`src/pcen_pkg.sv`:
```
// Shared types and constants for the polygon centroid core.
`default_nettype none
package pcen_pkg;

  // Field widths fixed by the stream formats
  localparam int FIELD_W     = 16;
  localparam int OUT_W       = 24;
  localparam int IN_TDATA_W  = 32;
  localparam int OUT_TDATA_W = 56;

  // Defaults for the top-level parameters
  localparam int DEF_MAX_VERTICES = 1024;
  localparam int DEF_COORD_BITS   = 16;
  localparam int DEF_FRAC_BITS    = 8;

  // Entries in the command queue between front and back
  localparam int QUEUE_DEPTH = 2;

  typedef enum logic [1:0] {
    ST_OK   = 2'd0,
    ST_FEW  = 2'd1,
    ST_ZERO = 2'd2,
    ST_MANY = 2'd3
  } status_t;

  typedef logic signed [FIELD_W-1:0] coord_t;

  // One unit of work for the back end: an optional edge, optionally closing
  typedef struct packed {
    logic    has_edge;
    logic    fin;
    status_t st;
    coord_t  xa;
    coord_t  ya;
    coord_t  xb;
    coord_t  yb;
  } cmd_t;

endpackage
`default_nettype wire

```
`src/pcen_front.sv`:
```
// Front end: accepts vertices, tracks first/previous vertex and count, issues edge commands.
`default_nettype none
module pcen_front #(
  parameter int MAX_VERTICES = 1024,
  parameter int COORD_BITS   = 16
) (
  input  wire logic                           clk,
  input  wire logic                           rst_n,
  input  wire logic                           in_tvalid,
  output logic                                in_tready,
  input  wire logic [pcen_pkg::IN_TDATA_W-1:0] in_tdata,  // vertex_x [15:0], vertex_y [31:16]
  input  wire logic                           in_tlast,  // last_vertex
  output logic                                push_valid,
  input  wire logic                           push_ready,
  output pcen_pkg::cmd_t                      push_cmd
);
  import pcen_pkg::*;

  localparam int CNT_W = $clog2(MAX_VERTICES + 2);
  localparam logic [CNT_W-1:0] MAX_C   = CNT_W'(MAX_VERTICES);
  localparam logic [CNT_W-1:0] THREE_C = CNT_W'(3);
  localparam logic [CNT_W-1:0] ONE_C   = CNT_W'(1);

  logic [CNT_W-1:0] cnt_r;
  logic             pend_r;
  cmd_t             pend_cmd_r;
  coord_t           first_x_r, first_y_r, prev_x_r, prev_y_r;

  coord_t           cur_x, cur_y, fx, fy;
  logic [CNT_W-1:0] cnt_inc;
  logic             mid_edge, accept;
  cmd_t             edge_cmd, close_cmd;

  // Coordinates come from the low COORD_BITS of each field, sign-extended
  assign cur_x = coord_t'(signed'(in_tdata[COORD_BITS-1:0]));
  assign cur_y = coord_t'(signed'(in_tdata[FIELD_W+COORD_BITS-1:FIELD_W]));

  // Classify the incoming vertex
  always_comb begin
    cnt_inc  = (cnt_r <= MAX_C) ? cnt_r + ONE_C : cnt_r;
    mid_edge = (cnt_r != '0) && (cnt_r < MAX_C);
    fx       = (cnt_r == '0) ? cur_x : first_x_r;
    fy       = (cnt_r == '0) ? cur_y : first_y_r;

    edge_cmd.has_edge = 1'b1;
    edge_cmd.fin      = 1'b0;
    edge_cmd.st       = ST_OK;
    edge_cmd.xa       = prev_x_r;
    edge_cmd.ya       = prev_y_r;
    edge_cmd.xb       = cur_x;
    edge_cmd.yb       = cur_y;

    close_cmd.has_edge = (cnt_inc <= MAX_C);
    close_cmd.fin      = 1'b1;
    if (cnt_inc < THREE_C) begin
      close_cmd.st = ST_FEW;
    end else if (cnt_inc > MAX_C) begin
      close_cmd.st = ST_MANY;
    end else begin
      close_cmd.st = ST_OK;
    end
    close_cmd.xa = cur_x;
    close_cmd.ya = cur_y;
    close_cmd.xb = fx;
    close_cmd.yb = fy;
  end

  // Handshake: a pending closing command blocks new vertices
  assign in_tready  = !pend_r && push_ready;
  assign accept     = in_tvalid && in_tready;
  assign push_valid = pend_r || (accept && (mid_edge || in_tlast));
  assign push_cmd   = pend_r ? pend_cmd_r : (mid_edge ? edge_cmd : close_cmd);

  // Polygon state
  always_ff @(posedge clk) begin
    if (!rst_n) begin
      cnt_r      <= '0;
      pend_r     <= 1'b0;
      pend_cmd_r <= '0;
      first_x_r  <= '0;
      first_y_r  <= '0;
      prev_x_r   <= '0;
      prev_y_r   <= '0;
    end else begin
      if (pend_r && push_ready) begin
        pend_r <= 1'b0;
      end
      if (accept) begin
        if (cnt_r < MAX_C) begin
          if (cnt_r == '0) begin
            first_x_r <= cur_x;
            first_y_r <= cur_y;
          end
          prev_x_r <= cur_x;
          prev_y_r <= cur_y;
        end
        cnt_r <= in_tlast ? '0 : cnt_inc;
        if (in_tlast && mid_edge) begin
          pend_r     <= 1'b1;
          pend_cmd_r <= close_cmd;
        end
      end
    end
  end

  // Count never passes the saturation point
  a_cnt_sat: assert property (@(posedge clk) disable iff (!rst_n)
    cnt_r <= MAX_C + ONE_C)
    else $error("vertex count beyond saturation");

endmodule
`default_nettype wire

```
`src/pcen_queue.sv`:
```
// Short command queue between the front and back ends.
`default_nettype none
module pcen_queue (
  input  wire logic           clk,
  input  wire logic           rst_n,
  input  wire logic           push_valid,
  output logic                push_ready,
  input  wire pcen_pkg::cmd_t push_cmd,
  output logic                pop_valid,
  input  wire logic           pop_ready,
  output pcen_pkg::cmd_t      pop_cmd
);
  import pcen_pkg::*;

  localparam int PTR_W = $clog2(QUEUE_DEPTH);
  localparam int CNT_W = $clog2(QUEUE_DEPTH + 1);
  localparam logic [CNT_W-1:0] FULL_C = CNT_W'(QUEUE_DEPTH);
  localparam logic [PTR_W-1:0] LAST_P = PTR_W'(QUEUE_DEPTH - 1);

  cmd_t             mem_r [QUEUE_DEPTH];
  logic [PTR_W-1:0] wr_ptr_r, rd_ptr_r;
  logic [CNT_W-1:0] cnt_r;
  logic             do_push, do_pop;

  assign push_ready = (cnt_r != FULL_C);
  assign pop_valid  = (cnt_r != '0);
  assign pop_cmd    = mem_r[rd_ptr_r];
  assign do_push    = push_valid && push_ready;
  assign do_pop     = pop_valid && pop_ready;

  // Storage
  always_ff @(posedge clk) begin
    if (do_push) begin
      mem_r[wr_ptr_r] <= push_cmd;
    end
  end

  // Pointers and fill count
  always_ff @(posedge clk) begin
    if (!rst_n) begin
      wr_ptr_r <= '0;
      rd_ptr_r <= '0;
      cnt_r    <= '0;
    end else begin
      if (do_push) begin
        wr_ptr_r <= (wr_ptr_r == LAST_P) ? '0 : wr_ptr_r + PTR_W'(1);
      end
      if (do_pop) begin
        rd_ptr_r <= (rd_ptr_r == LAST_P) ? '0 : rd_ptr_r + PTR_W'(1);
      end
      unique case ({do_push, do_pop})
        2'b10:   cnt_r <= cnt_r + CNT_W'(1);
        2'b01:   cnt_r <= cnt_r - CNT_W'(1);
        default: cnt_r <= cnt_r;
      endcase
    end
  end

  a_fill: assert property (@(posedge clk) disable iff (!rst_n)
    cnt_r <= FULL_C)
    else $error("queue fill count overflow");

endmodule
`default_nettype wire

```
`src/pcen_div.sv`:
```
// Restoring divider: moment / (3 * area) in fixed point, truncated and saturated.
`default_nettype none
module pcen_div #(
  parameter int NUM_W     = 61,
  parameter int AREA_W    = 44,
  parameter int FRAC_BITS = 8,
  parameter int OUT_BITS  = 24
) (
  input  wire logic                     clk,
  input  wire logic                     rst_n,
  input  wire logic                     start,
  input  wire logic signed [NUM_W-1:0]  num,
  input  wire logic signed [AREA_W-1:0] area,
  output logic                          done,
  output logic [OUT_BITS-1:0]           quo
);
  localparam int D_W   = AREA_W + 2;
  localparam int N_W   = NUM_W + FRAC_BITS;
  localparam int CNT_W = $clog2(N_W + 1);
  localparam logic [N_W-1:0]   LIM_P  = N_W'((64'd1 << (OUT_BITS - 1)) - 64'd1);
  localparam logic [N_W-1:0]   LIM_N  = N_W'(64'd1 << (OUT_BITS - 1));
  localparam logic [CNT_W-1:0] LAST_C = CNT_W'(N_W - 1);

  logic                busy_r, done_r, neg_r;
  logic [CNT_W-1:0]    cnt_r;
  logic [N_W-1:0]      n_r, q_r;
  logic [D_W-1:0]      den_r, rem_r;

  logic [NUM_W-1:0]    mag;
  logic [AREA_W-1:0]   amag;
  logic [D_W:0]        rem_sh;
  logic                ge;
  logic [N_W-1:0]      lim, val_w;
  logic [OUT_BITS-1:0] val;

  // Operand magnitudes and one quotient bit per cycle
  always_comb begin
    mag    = num[NUM_W-1] ? NUM_W'(-num) : NUM_W'(num);
    amag   = area[AREA_W-1] ? AREA_W'(-area) : AREA_W'(area);
    rem_sh = {rem_r, n_r[N_W-1]};
    ge     = (rem_sh >= {1'b0, den_r});
  end

  always_ff @(posedge clk) begin
    if (!rst_n) begin
      busy_r <= 1'b0;
      done_r <= 1'b0;
      cnt_r  <= '0;
      neg_r  <= 1'b0;
      n_r    <= '0;
      q_r    <= '0;
      den_r  <= '0;
      rem_r  <= '0;
    end else begin
      // one-cycle pulse after the last quotient bit
      done_r <= busy_r && !start && (cnt_r == LAST_C);
      if (start) begin
        busy_r <= 1'b1;
        cnt_r  <= '0;
        neg_r  <= num[NUM_W-1] ^ area[AREA_W-1];
        n_r    <= N_W'(mag) << FRAC_BITS;
        den_r  <= (D_W'(amag) << 1) + D_W'(amag);
        rem_r  <= '0;
        q_r    <= '0;
      end else if (busy_r) begin
        rem_r <= ge ? D_W'(rem_sh - {1'b0, den_r}) : rem_sh[D_W-1:0];
        q_r   <= {q_r[N_W-2:0], ge};
        n_r   <= n_r << 1;
        cnt_r <= cnt_r + CNT_W'(1);
        if (cnt_r == LAST_C) begin
          busy_r <= 1'b0;
        end
      end
    end
  end

  // Saturate the magnitude, then apply the sign
  always_comb begin
    lim   = neg_r ? LIM_N : LIM_P;
    val_w = (q_r > lim) ? lim : q_r;
    val   = val_w[OUT_BITS-1:0];
    quo   = neg_r ? OUT_BITS'(-val) : val;
  end

  assign done = done_r;

  a_no_restart: assert property (@(posedge clk) disable iff (!rst_n)
    start |-> !busy_r)
    else $error("divider restarted while busy");

endmodule
`default_nettype wire

```
`src/pcen_back.sv`:
```
// Back end: shoelace accumulation on a shared multiplier, centroid division, result register.
`default_nettype none
module pcen_back #(
  parameter int MAX_VERTICES = 1024,
  parameter int COORD_BITS   = 16,
  parameter int FRAC_BITS    = 8
) (
  input  wire logic                            clk,
  input  wire logic                            rst_n,
  input  wire logic                            pop_valid,
  output logic                                 pop_ready,
  input  wire pcen_pkg::cmd_t                  pop_cmd,
  output logic                                 out_tvalid,
  input  wire logic                            out_tready,
  output logic [pcen_pkg::OUT_TDATA_W-1:0]     out_tdata  // centroid_x [23:0], centroid_y [47:24], status [49:48]
);
  import pcen_pkg::*;

  localparam int CW      = COORD_BITS;
  localparam int A_W     = CW + 1;
  localparam int C_W     = 2 * CW + 1;
  localparam int P_W     = A_W + C_W;
  localparam int LOG_MAX = $clog2(MAX_VERTICES);
  localparam int AREA_W  = 2 * CW + 2 + LOG_MAX;
  localparam int MOM_W   = 3 * CW + 3 + LOG_MAX;
  localparam int PAD_W   = OUT_TDATA_W - 2 * OUT_W - 2;

  typedef enum logic [3:0] {
    S_IDLE, S_E0, S_E1, S_E2, S_E3, S_E4, S_FIN, S_DIVX, S_DIVY, S_DONE
  } state_t;

  state_t                    state_r;
  cmd_t                      cur_r;
  logic signed [P_W-1:0]     prod_r;
  logic signed [C_W-1:0]     c_r;
  logic signed [AREA_W-1:0]  area_r;
  logic signed [MOM_W-1:0]   mx_r, my_r;
  logic [OUT_W-1:0]          cx_r, cy_r, ox_r, oy_r;
  status_t                   st_r, ost_r;
  logic                      out_valid_r;

  logic signed [CW-1:0]      xa_c, ya_c, xb_c, yb_c;
  logic signed [A_W-1:0]     ma, sum_x, sum_y;
  logic signed [C_W-1:0]     mb;
  logic signed [P_W-1:0]     mult;
  logic                      div_start, div_done, go_div;
  logic signed [MOM_W-1:0]   div_num;
  logic [OUT_W-1:0]          div_quo;

  assign xa_c  = cur_r.xa[CW-1:0];
  assign ya_c  = cur_r.ya[CW-1:0];
  assign xb_c  = cur_r.xb[CW-1:0];
  assign yb_c  = cur_r.yb[CW-1:0];
  assign sum_x = A_W'(xa_c) + A_W'(xb_c);
  assign sum_y = A_W'(ya_c) + A_W'(yb_c);

  // Shared multiplier operand selection
  always_comb begin
    unique case (state_r)
      S_E0: begin ma = A_W'(xa_c); mb = C_W'(yb_c); end
      S_E1: begin ma = A_W'(xb_c); mb = C_W'(ya_c); end
      S_E2: begin ma = sum_x;      mb = c_r;        end
      S_E3: begin ma = sum_y;      mb = c_r;        end
      default: begin ma = '0;      mb = '0;         end
    endcase
  end
  assign mult = ma * mb;

  assign pop_ready = (state_r == S_IDLE);
  assign go_div    = (cur_r.st == ST_OK) && (area_r != '0);
  assign div_start = ((state_r == S_FIN) && go_div) || ((state_r == S_DIVX) && div_done);
  assign div_num   = (state_r == S_FIN) ? mx_r : my_r;

  pcen_div #(
    .NUM_W     (MOM_W),
    .AREA_W    (AREA_W),
    .FRAC_BITS (FRAC_BITS),
    .OUT_BITS  (OUT_W)
  ) u_div (
    .clk   (clk),
    .rst_n (rst_n),
    .start (div_start),
    .num   (div_num),
    .area  (area_r),
    .done  (div_done),
    .quo   (div_quo)
  );

  // Sequencer, accumulators and result register
  always_ff @(posedge clk) begin
    if (!rst_n) begin
      state_r     <= S_IDLE;
      cur_r       <= '0;
      prod_r      <= '0;
      c_r         <= '0;
      area_r      <= '0;
      mx_r        <= '0;
      my_r        <= '0;
      cx_r        <= '0;
      cy_r        <= '0;
      st_r        <= ST_OK;
      ox_r        <= '0;
      oy_r        <= '0;
      ost_r       <= ST_OK;
      out_valid_r <= 1'b0;
    end else begin
      // drain the output register unless S_DONE reloads it
      if (out_valid_r && out_tready && (state_r != S_DONE)) begin
        out_valid_r <= 1'b0;
      end
      unique case (state_r)
        S_IDLE: begin
          if (pop_valid) begin
            cur_r   <= pop_cmd;
            state_r <= pop_cmd.has_edge ? S_E0 : S_FIN;
          end
        end
        S_E0: begin
          prod_r  <= mult;
          state_r <= S_E1;
        end
        S_E1: begin
          c_r     <= prod_r[C_W-1:0] - mult[C_W-1:0];
          state_r <= S_E2;
        end
        S_E2: begin
          prod_r  <= mult;
          area_r  <= area_r + AREA_W'(c_r);
          state_r <= S_E3;
        end
        S_E3: begin
          mx_r    <= mx_r + MOM_W'(prod_r);
          prod_r  <= mult;
          state_r <= S_E4;
        end
        S_E4: begin
          my_r    <= my_r + MOM_W'(prod_r);
          state_r <= cur_r.fin ? S_FIN : S_IDLE;
        end
        S_FIN: begin
          cx_r <= '0;
          cy_r <= '0;
          if (cur_r.st != ST_OK) begin
            st_r    <= cur_r.st;
            state_r <= S_DONE;
          end else if (area_r == '0) begin
            st_r    <= ST_ZERO;
            state_r <= S_DONE;
          end else begin
            st_r    <= ST_OK;
            state_r <= S_DIVX;
          end
        end
        S_DIVX: begin
          if (div_done) begin
            cx_r    <= div_quo;
            state_r <= S_DIVY;
          end
        end
        S_DIVY: begin
          if (div_done) begin
            cy_r    <= div_quo;
            state_r <= S_DONE;
          end
        end
        S_DONE: begin
          if (!out_valid_r || out_tready) begin
            ox_r        <= cx_r;
            oy_r        <= cy_r;
            ost_r       <= st_r;
            out_valid_r <= 1'b1;
            area_r      <= '0;
            mx_r        <= '0;
            my_r        <= '0;
            state_r     <= S_IDLE;
          end
        end
        default: state_r <= S_IDLE;
      endcase
    end
  end

  assign out_tvalid = out_valid_r;
  assign out_tdata  = {PAD_W'(0), ost_r, oy_r, ox_r};

  // A failed polygon never carries a centroid
  a_zero_on_fail: assert property (@(posedge clk) disable iff (!rst_n)
    (out_valid_r && (ost_r != ST_OK)) |-> ((ox_r == '0) && (oy_r == '0)))
    else $error("nonzero centroid with failing status");

  // Division only runs on a nonzero area
  a_div_area: assert property (@(posedge clk) disable iff (!rst_n)
    ((state_r == S_DIVX) || (state_r == S_DIVY)) |-> (area_r != '0))
    else $error("division started on zero area");

endmodule
`default_nettype wire

```
`src/polygon_centroid_core.sv`:
```
// Polygon centroid core: streaming shoelace centroid, top level.
//
// Input channel (in_*): one vertex per transfer, x in in_tdata[15:0], y in
// in_tdata[31:16], in_tlast marks the closing vertex of a polygon.
// Output channel (out_*): one transfer per polygon, issued after its last
// vertex: centroid_x and centroid_y in signed Q16.8 (truncated toward zero,
// saturated) and a status (0 ok, 1 fewer than three vertices, 2 zero area,
// 3 more than MAX_VERTICES vertices); centroid is zero unless status is ok.
// Throughput: the front takes one vertex a cycle while the two-entry command
// queue has room and no closing command is pending; the back takes each edge
// command in S_IDLE and steps through S_E0 to S_E4, using its single shared
// multiplier in S_E0 to S_E3, and takes no new command until it is idle again.
// The last vertex carries at most its own and the closing edge; if status is
// ok, restoring divisions for centroid_x and centroid_y precede the result.
// Reset (rst_n low, synchronous) clears all polygon state and both channels.
// A stalled receiver holds the result in the output register; the back keeps
// working on edges of the next polygon and waits only at its final result.
`default_nettype none
module polygon_centroid_core #(
  parameter int MAX_VERTICES = pcen_pkg::DEF_MAX_VERTICES,
  parameter int COORD_BITS   = pcen_pkg::DEF_COORD_BITS,
  parameter int FRAC_BITS    = pcen_pkg::DEF_FRAC_BITS
) (
  input  wire logic                             clk,
  input  wire logic                             rst_n,
  input  wire logic                             in_tvalid,
  output logic                                  in_tready,
  input  wire logic [pcen_pkg::IN_TDATA_W-1:0]  in_tdata,   // vertex_x [15:0], vertex_y [31:16]
  input  wire logic                             in_tlast,   // last_vertex
  output logic                                  out_tvalid,
  input  wire logic                             out_tready,
  output logic [pcen_pkg::OUT_TDATA_W-1:0]      out_tdata   // centroid_x [23:0], centroid_y [47:24], status [49:48]
);
  import pcen_pkg::*;

  logic push_valid, push_ready, pop_valid, pop_ready;
  cmd_t push_cmd, pop_cmd;

  pcen_front #(
    .MAX_VERTICES (MAX_VERTICES),
    .COORD_BITS   (COORD_BITS)
  ) u_front (
    .clk        (clk),
    .rst_n      (rst_n),
    .in_tvalid  (in_tvalid),
    .in_tready  (in_tready),
    .in_tdata   (in_tdata),
    .in_tlast   (in_tlast),
    .push_valid (push_valid),
    .push_ready (push_ready),
    .push_cmd   (push_cmd)
  );

  pcen_queue u_queue (
    .clk        (clk),
    .rst_n      (rst_n),
    .push_valid (push_valid),
    .push_ready (push_ready),
    .push_cmd   (push_cmd),
    .pop_valid  (pop_valid),
    .pop_ready  (pop_ready),
    .pop_cmd    (pop_cmd)
  );

  pcen_back #(
    .MAX_VERTICES (MAX_VERTICES),
    .COORD_BITS   (COORD_BITS),
    .FRAC_BITS    (FRAC_BITS)
  ) u_back (
    .clk        (clk),
    .rst_n      (rst_n),
    .pop_valid  (pop_valid),
    .pop_ready  (pop_ready),
    .pop_cmd    (pop_cmd),
    .out_tvalid (out_tvalid),
    .out_tready (out_tready),
    .out_tdata  (out_tdata)
  );

endmodule
`default_nettype wire

```
`config.mk`:
```
export PLATFORM = sky130hd
export DESIGN_NAME = polygon_centroid_core
export DESIGN_NICKNAME = d
export VERILOG_FILES = /design/src/pcen_pkg.sv /design/src/pcen_front.sv /design/src/pcen_queue.sv /design/src/pcen_div.sv /design/src/pcen_back.sv /design/src/polygon_centroid_core.sv
export SDC_FILE = /design/constraint.sdc
export NUM_CORES = 2
export LEC_CHECK = 0
export ABC_AREA = 1
export BUFFER_PORTS_ARGS = -buffer_cell sky130_fd_sc_hd__buf_2
export CAP_MARGIN = 20
export CORE_MARGIN = 5
export CORE_UTILIZATION = 45
export DETAILED_ROUTE_END_ITERATION = 16
export PLACE_DENSITY_LB_ADDON = 0.15
export SETUP_SLACK_MARGIN = 0.1
export SYNTH_ARGS = -nofsm -noshare
export SYNTH_HDL_FRONTEND = slang
export SYNTH_SLANG_ARGS = --single-unit
```
`constraint.sdc`:
```
create_clock -name clk -period 11.3 [get_ports clk]
set_input_delay 2.26 -clock clk [delete_from_list [all_inputs] [get_ports clk]]
set_output_delay 2.26 -clock clk [all_outputs]
set_load 0.005 [all_outputs]
```
# == Yosys cells after proc, flatten, opt, wreduce, memory -nomap -nowiden ==
# Memories as Yosys holds them, arrays and structs flattened. A register that Yosys moved wholly into a read port is not among the register bits.
# Index checks and enable logic that the tools add are counted.
# word_totals
inputBits,37
n_memories,1
reg_bits,801
out_inout_bits,58
ramBits,136
# memory_table
memory,depth,width,rd,rd_clocked_by_memory_dff,wr,line_no,rtl
u_queue.mem_r,2,68,1,1,1,pcen_queue.sv:20,cmd_t mem_r [QUEUE_DEPTH];
# op_classes
reduce_logical,50
add_sub_neg,17
eq_ne,18
n_bitwise,2
n_mux,54
multipliers,1
n_lt_le_gt_ge,7
# ops
cell,n
case mux 61 bit (2 select lines),2
two-way mux 61 bit,3
two-way mux 69 bit,2
two-way mux 68 bit,2
adder 61 x 50 -> 61 bit,2
case mux 33 bit (3 select lines),1
two-way mux 24 bit,4
case mux 24 bit (2 select lines),2
two-way mux 44 bit,2
case mux 44 bit (2 select lines),1
greater-than comparator 69 x 24 -> 1 bit,1
case mux 17 bit (4 select lines),1
negator 61 bit,1
multiplier 17 x 33 -> 50 bit,1
>= comparator 47 x 46 -> 1 bit,1
adder 45 x 44 -> 46 bit,1
two-way mux 46 bit,1
subtractor 46 bit,1
adder 44 x 33 -> 44 bit,1
logical NOT 44 bit,1
negator 44 bit,1
nonzero test 44 bit,1
case mux 4 bit (10 select lines),1
adder 16 x 16 -> 17 bit,2
42 further kinds,113

# == Logic depth before layout (Yosys ltp) ==
# depth
ltp_word,8
ltp_mapped,57
ltp_nobuf,55

# == Modules after synthesis ==
# Synthesis repeated with hierarchy kept, for this count alone.
# hier_totals
hier_cells,11896
area_unflattened_um2,82032.4
# by_module_without_submodules
module,area_per_inst_um2,n_inst,cells_each
pcen_back,50063.0,1,7347
pcen_div,19326.0,1,3185
pcen_front,7410.9,1,1116
pcen_queue,5232.5,1,248

# == Worst setup path before layout ==
# OpenSTA, ideal clock, no wires.
# synth_path
path_kind,reg2reg
startpoint,register u_back.cur_r (netlist bit u_back.xb_c[0])
endpoint,register u_back.c_r[32]
setup_slack_ns,2.440
setup_ns,0.109
path_stages_with_launch,49
t_arrival_ns,8.751
required_ns,11.191
cell_sequence,dfxtp_1 > ha_1 > inv_1 > fa_1 > inv_1 > nand3_1 > nand2_1 > nand2_1 > nand2_1 > a21oi_1 > nor2_1 > nor2_1 > o21ai_0 > nand3_1 > nand3_1 > nand2_1 > o221ai_1 > clkbuf_1 > [13 not listed] > inv_1 > nor3_1 > nand3_1 > nand3_1 > or3b_2 > o211ai_1 > xor2_1 > inv_1 > ha_1 > nand3_1 > nor2_1 > nand2_1 > nor2_1 > nor2_1 > nand3_1 > nand3_1 > nand2_1 > inv_1
# synth_between
elab_chain_len,4
# synth_lines
item,line_no,rtl
"start, declared",pcen_back.sv:33,cmd_t cur_r;
"start signal, assigned",pcen_back.sv:114,cur_r <= pop_cmd;
adder 16 x 16 -> 17 bit,pcen_back.sv:54,assign sum_x = A_W'(xa_c) + A_W'(xb_c);
case mux 17 bit (4 select lines) *,pcen_back.sv:59,unique case (state_r)
multiplier 17 x 33 -> 50 bit *,pcen_back.sv:67,assign mult = ma * mb;
subtractor 33 bit *,pcen_back.sv:123,c_r <= prod_r[C_W-1:0] - mult[C_W-1:0];
"end signal, assigned",pcen_back.sv:123,
"end, declared",pcen_back.sv:35,logic signed [C_W-1:0] c_r;
# Mark *: on every way between the ends. The rest lies on a longest branch, timed or not.
# A chain may end at the register's enable or synchronous reset.

# == Worst setup path after layout ==
# layout_path
startpoint,register u_back.cur_r (netlist bit u_back.xb_c[1])
endpoint,register u_back.c_r[32]
# The elaborated chain is that of the path after synthesis.

==> tab_implementation.tex <==
\begin{tabular}{lr}
\hline
Metric & Value \\
\hline
\multicolumn{2}{l}{\textbf{Floorplanning}} \\
\quad Standard cell core area & 0.176 sq mm \\
\quad Initial core utilization & 45.3\% \\
\quad Die width & 431 um \\
\quad Full die area & 0.186 sq mm \\
\quad Std-Cell Rows & 154 \\
\quad Top-level I/O count & 95 \\
\quad Die height & 431 um \\
\multicolumn{2}{l}{\textbf{STA}} \\
\quad Max Clock Skew & 0.0604 ns \\
\quad Final setup TNS & 0 ns \\
\quad Max frequency & 97.7 MHz \\
\quad Tightest slew margin relative to the limit & 24.4\% \\
\quad Final-report setup violation count & 0 \\
\quad Setup repair after global routing missed its margin & false \\
\quad Post-route minimum period & 10.23 ns \\
\quad Number of pins exceeding their max-slew limit in the final report & 0 \\
\quad Tightest Pin Transition & 1.13 ns \\
\quad Total count of hold-check failures in the final report & 0 \\
\quad Final Cycle Share & 90.5\% \\
\multicolumn{2}{l}{\textbf{Drt}} \\
\quad Total wire length after detailed routing & 273000 um \\
\quad Wire length per cell & 19.8 um \\
\quad Number of antenna-violating nets in the routed design & 0 \\
\quad Initial DRT Pass Iterations & 6 \\
\quad Mean number of vias per cell & 5.45 \\
\quad Initial DRC Count & 5656 \\
\quad Count of vias placed by the detailed router & 75100 \\
\quad Number of remaining DRC errors & 0 \\
\multicolumn{2}{l}{\textbf{Clock network}} \\
\quad CTS Root Buffer Type & sky130\_fd\_sc\_hd\_\_clkbuf\_16 \\
\quad Cts-stage hold buffer count & 0 \\
\quad Number of buffers inserted to repair setup after CTS & 0 \\
\quad TritonCTS sink count & 938 \\
\quad Post\_cts resized & 0 \\
\quad Max Root-Sink Buffers & 3 \\
\quad Max H-tree Level & 3 \\
\quad Total CTS buffers & 109 \\
\quad TritonCTS clock tree & built \\
\quad Post-CTS clock slew at the launch and capture registers of the worst setup and hold paths & 0.06 ns \\
\quad Later-pin clock latency in the skew report & 0.79 ns \\
\multicolumn{2}{l}{\textbf{Worst setup path}} \\
\quad Kind of end point of the critical path & flop \\
\quad Peak fanout along the critical path & 13 \\
\quad Kind of start point of the critical path & flop \\
\quad CP peak stage delay & 0.59 ns \\
\quad Most used cell, CP & sky130\_fd\_sc\_hd\_\_inv\_1 \\
\quad Crit path arrival time & 10.87 ns \\
\quad Required time worst endpoint & 11.94 ns \\
\quad Slowest library cell on the worst path & sky130\_fd\_sc\_hd\_\_o2111ai\_2 \\
\quad CP Class & flop to flop \\
\multicolumn{2}{l}{\textbf{Layout}} \\
\quad Count of nets after finishing & 12400 \\
\quad Number of standard cells in the layout, taps in and fillers out & 13800 \\
\quad Post-route cell area & 0.0865 sq mm \\
\quad Share of post-route cells with drive strength above 1 & 4.93\% \\
\quad Growth of design area from synthesis to finish & 8.16\% \\
\multicolumn{2}{l}{\textbf{Synth}} \\
\quad Number of library cell types mapped by synthesis & 70 \\
\quad Flip-flop and latch count after synthesis & 938 \\
\quad Cell area after synthesis & 0.0799 sq mm \\
\quad Most common flop cell mapped by yosys & sky130\_fd\_sc\_hd\_\_dfxtp\_1 \\
\quad Cell taking the most area after synthesis & sky130\_fd\_sc\_hd\_\_dfxtp\_1 \\
\quad Synthesized area per cell & 6.97 sq um \\
\quad Gate Count Post-Synth & 11500 \\
\quad Proportion of register bits with asynchronous set or reset after synthesis & 0\% \\
\quad Warnings from Yosys & 0 \\
\quad Cell types occupying the most area after synthesis & sky130\_fd\_sc\_hd\_\_dfxtp\_1, sky130\_fd\_sc\_hd\_\_fa\_1, sky130\_fd\_sc\_hd\_\_nand2\_1 \\
\quad Proportion of synthesized chip area in sequential cells & 25.2\% \\
\quad Number of enable flip-flop cells after synthesis & 136 \\
\quad Top-area cell type share of the netlist area & 20.1\% \\
\multicolumn{2}{l}{\textbf{Global route}} \\
\quad Total congestion overflow & 0 \\
\quad Global-route wire length before repair & 425000 um \\
\quad Number of antenna violations at the first check in global routing & 14 \\
\quad Global-route usage over all layers & 28.8\% \\
\quad Number of global-route vias before repair & 72600 \\
\quad Maximum number of pins on one net before global-route repair & 124 \\
\multicolumn{2}{l}{\textbf{Pwr}} \\
\quad Ratio of total power to cell area & 162 mW/mm\^{}2 \\
\quad Largest vdd supply drop & 0.181 mV \\
\quad Overall power after layout & 0.0140 W \\
\quad Static leakage power & 42.3 nW \\
\multicolumn{2}{l}{\textbf{Status}} \\
\quad Outcome & finished clean \\
\multicolumn{2}{l}{\textbf{Job}} \\
\quad Max-capacitance violation count & 0 \\
\multicolumn{2}{l}{\textbf{Placement}} \\
\quad Detail Placement HPWL & 214000 um \\
\quad Post-detailed-placement cell area & 0.0827 sq mm \\
\quad Routability congestion estimate & 0.972 \\
\quad Placed cell count & 13600 \\
\quad I/O Buffers & 88 \\
\multicolumn{2}{l}{\textbf{Hold path}} \\
\quad Class of the most critical hold timing path & flop to flop \\
\hline
\end{tabular}
## through the flow
stage / setup slack [ns] / hold slack, ns / util (%)
final: 1.07 / 0.445 / 49.0
after global routing: 0.230 / 0.463 / 49.0
after CTS: 1.03 / 0.446 / 49.0
after global placement: 1.17 / 0.430 / 46.8
after floorplan: 2.44 / 0.425 / -
after detailed placement: 1.13 / 0.439 / 46.8
## report_power, final
group	switching, W	leakage [nW]	internal (W)
combinational	0.00414	32.8	0.00185
clock	0.00156	1.82	0.00217
sequential	0.000556	7.75	0.00377
## worst max-delay path, delay by kind of cell (launching register included)
kind                     cells  cell delay [ns]
adder cells (fa/ha/maj)      9             4.09
AND/OR/NAND/NOR             23             3.43
AO/OA/AOI/OAI                5             1.36
buffers and inverters        8             0.60
flip-flops                   1             0.43
XOR/XNOR                     1             0.16
## placed cells by master, fill, tap and decap left out, types with 16 or more instances in the layout
master | synthesis | layout
sky130_fd_sc_hd__a31oi_1 | 187 | 187
sky130_fd_sc_hd__ha_1 | 458 | 458
sky130_fd_sc_hd__clkbuf_16 | 0 | 110
sky130_fd_sc_hd__o21ai_1 | 36 | 35
sky130_fd_sc_hd__fa_1 | 545 | 545
sky130_fd_sc_hd__o211ai_1 | 125 | 125
sky130_fd_sc_hd__o22ai_1 | 76 | 76
sky130_fd_sc_hd__nand4_1 | 68 | 68
sky130_fd_sc_hd__a211oi_1 | 41 | 41
sky130_fd_sc_hd__or2_2 | 86 | 85
sky130_fd_sc_hd__inv_1 | 1932 | 1928
sky130_fd_sc_hd__nand3b_1 | 22 | 22
sky130_fd_sc_hd__a21boi_0 | 20 | 20
sky130_fd_sc_hd__nor3_1 | 96 | 91
sky130_fd_sc_hd__nor2_1 | 925 | 916
sky130_fd_sc_hd__a21oi_1 | 1200 | 1200
sky130_fd_sc_hd__xor2_1 | 127 | 127
sky130_fd_sc_hd__nand2_1 | 2489 | 2485
sky130_fd_sc_hd__o21ai_0 | 883 | 883
sky130_fd_sc_hd__o21bai_1 | 41 | 41
sky130_fd_sc_hd__buf_2 | 37 | 87
sky130_fd_sc_hd__dfxtp_1 | 802 | 799
sky130_fd_sc_hd__nand3_1 | 370 | 369
sky130_fd_sc_hd__buf_4 | 8 | 116
sky130_fd_sc_hd__o21a_1 | 40 | 40
sky130_fd_sc_hd__edfxtp_1 | 136 | 136
sky130_fd_sc_hd__a21o_1 | 35 | 35
sky130_fd_sc_hd__xnor2_1 | 75 | 75
sky130_fd_sc_hd__clkbuf_1 | 366 | 19
sky130_fd_sc_hd__nand2_2 | 12 | 16
sky130_fd_sc_hd__clkinv_2 | 0 | 22
sky130_fd_sc_hd__nor4_1 | 48 | 47
sky130_fd_sc_hd__clkinv_1 | 11 | 20
## per-layer routing
layer	share of wire, %	global-route usage, %	routed length, um	up-vias
met4	3.8	9.64	10500	4
met1	44	38.6	121000	35700
met2	46	48.2	127000	2128
met3	5.4	3.97	14800	433
met5	0.0084	0	23	-
li1	-	-	-	36800
## logic make-up after synthesis
family	Yosys count	share of synthesized area [%]
and+or+nand+nor	4161	21.3
AOI/OAI and AO/OA	2757	19.0
buffers and inverters	2395	11.4
adders and majority gates	1003	20.8
DFF	938	25.2
xor gates and xnor gates	203	2.24
muxes	6	0.105
other	1	0.00469
## final cells by class
cell class                      count  area [sq um]
Clock inverter                     63           744
Inverter                         1951          7340
Fill cell                       18100         90000
Antenna cell                        8          20.0
Clock buffer                      141          2990
Multi-Input combinational cell   8136         50900
Tap cell                         2340          2930
Timing Repair Buffer              206          1370
Sequential cell                   938         20100
## worst paths after layout
path	cells past startpoint	slack, ns	to	start
min reg2reg	2	0.45	u_front.pend_cmd_r[51]$_SDFFE_PN0P_	u_front.pend_cmd_r[51]$_SDFFE_PN0P_
min	2	0.45	u_front.pend_cmd_r[51]$_SDFFE_PN0P_	u_front.pend_cmd_r[51]$_SDFFE_PN0P_
max reg2reg	46	1.07	u_back.c_r[32]$_SDFFE_PN0P_	u_back.xb_c[1]$_SDFFE_PN0P_
max	46	1.07	u_back.c_r[32]$_SDFFE_PN0P_	u_back.xb_c[1]$_SDFFE_PN0P_
## synth_stat cells (all sizes together) (68+ instances only)
| library cell | count |
|---|---|
| nand2 | 2503 |
| inv | 1940 |
| a21oi | 1200 |
| nor2 | 942 |
| o21ai | 924 |
| dfxtp | 802 |
| fa | 545 |
| ha | 458 |
| nand3 | 372 |
| clkbuf | 366 |
| a31oi | 187 |
| edfxtp | 136 |
| xor2 | 127 |
| o211ai | 125 |
| nor3 | 99 |
| or2 | 92 |
| buf | 78 |
| o22ai | 76 |
| xnor2 | 75 |
| nand4 | 68 |
## sequential cells by signal (all words and copies together), names as in the netlist, 24 cells and up, named ones only
signal and cells:
u_queue.mem_r 136, u_back.u_div.q_r 69, u_front.pend_cmd_r 68, u_back.mx_r 61
u_back.my_r 61, u_back.u_div.n_r 61, u_back.prod_r 50, u_back.u_div.den_r 46
u_back.u_div.rem_r 46, u_back.area_r 44, u_back.c_r 33, u_back.cx_r 24
u_back.cy_r 24, u_back.ox_r 24, u_back.oy_r 24
No activity file was read; power rests on OpenSTA's default activity.
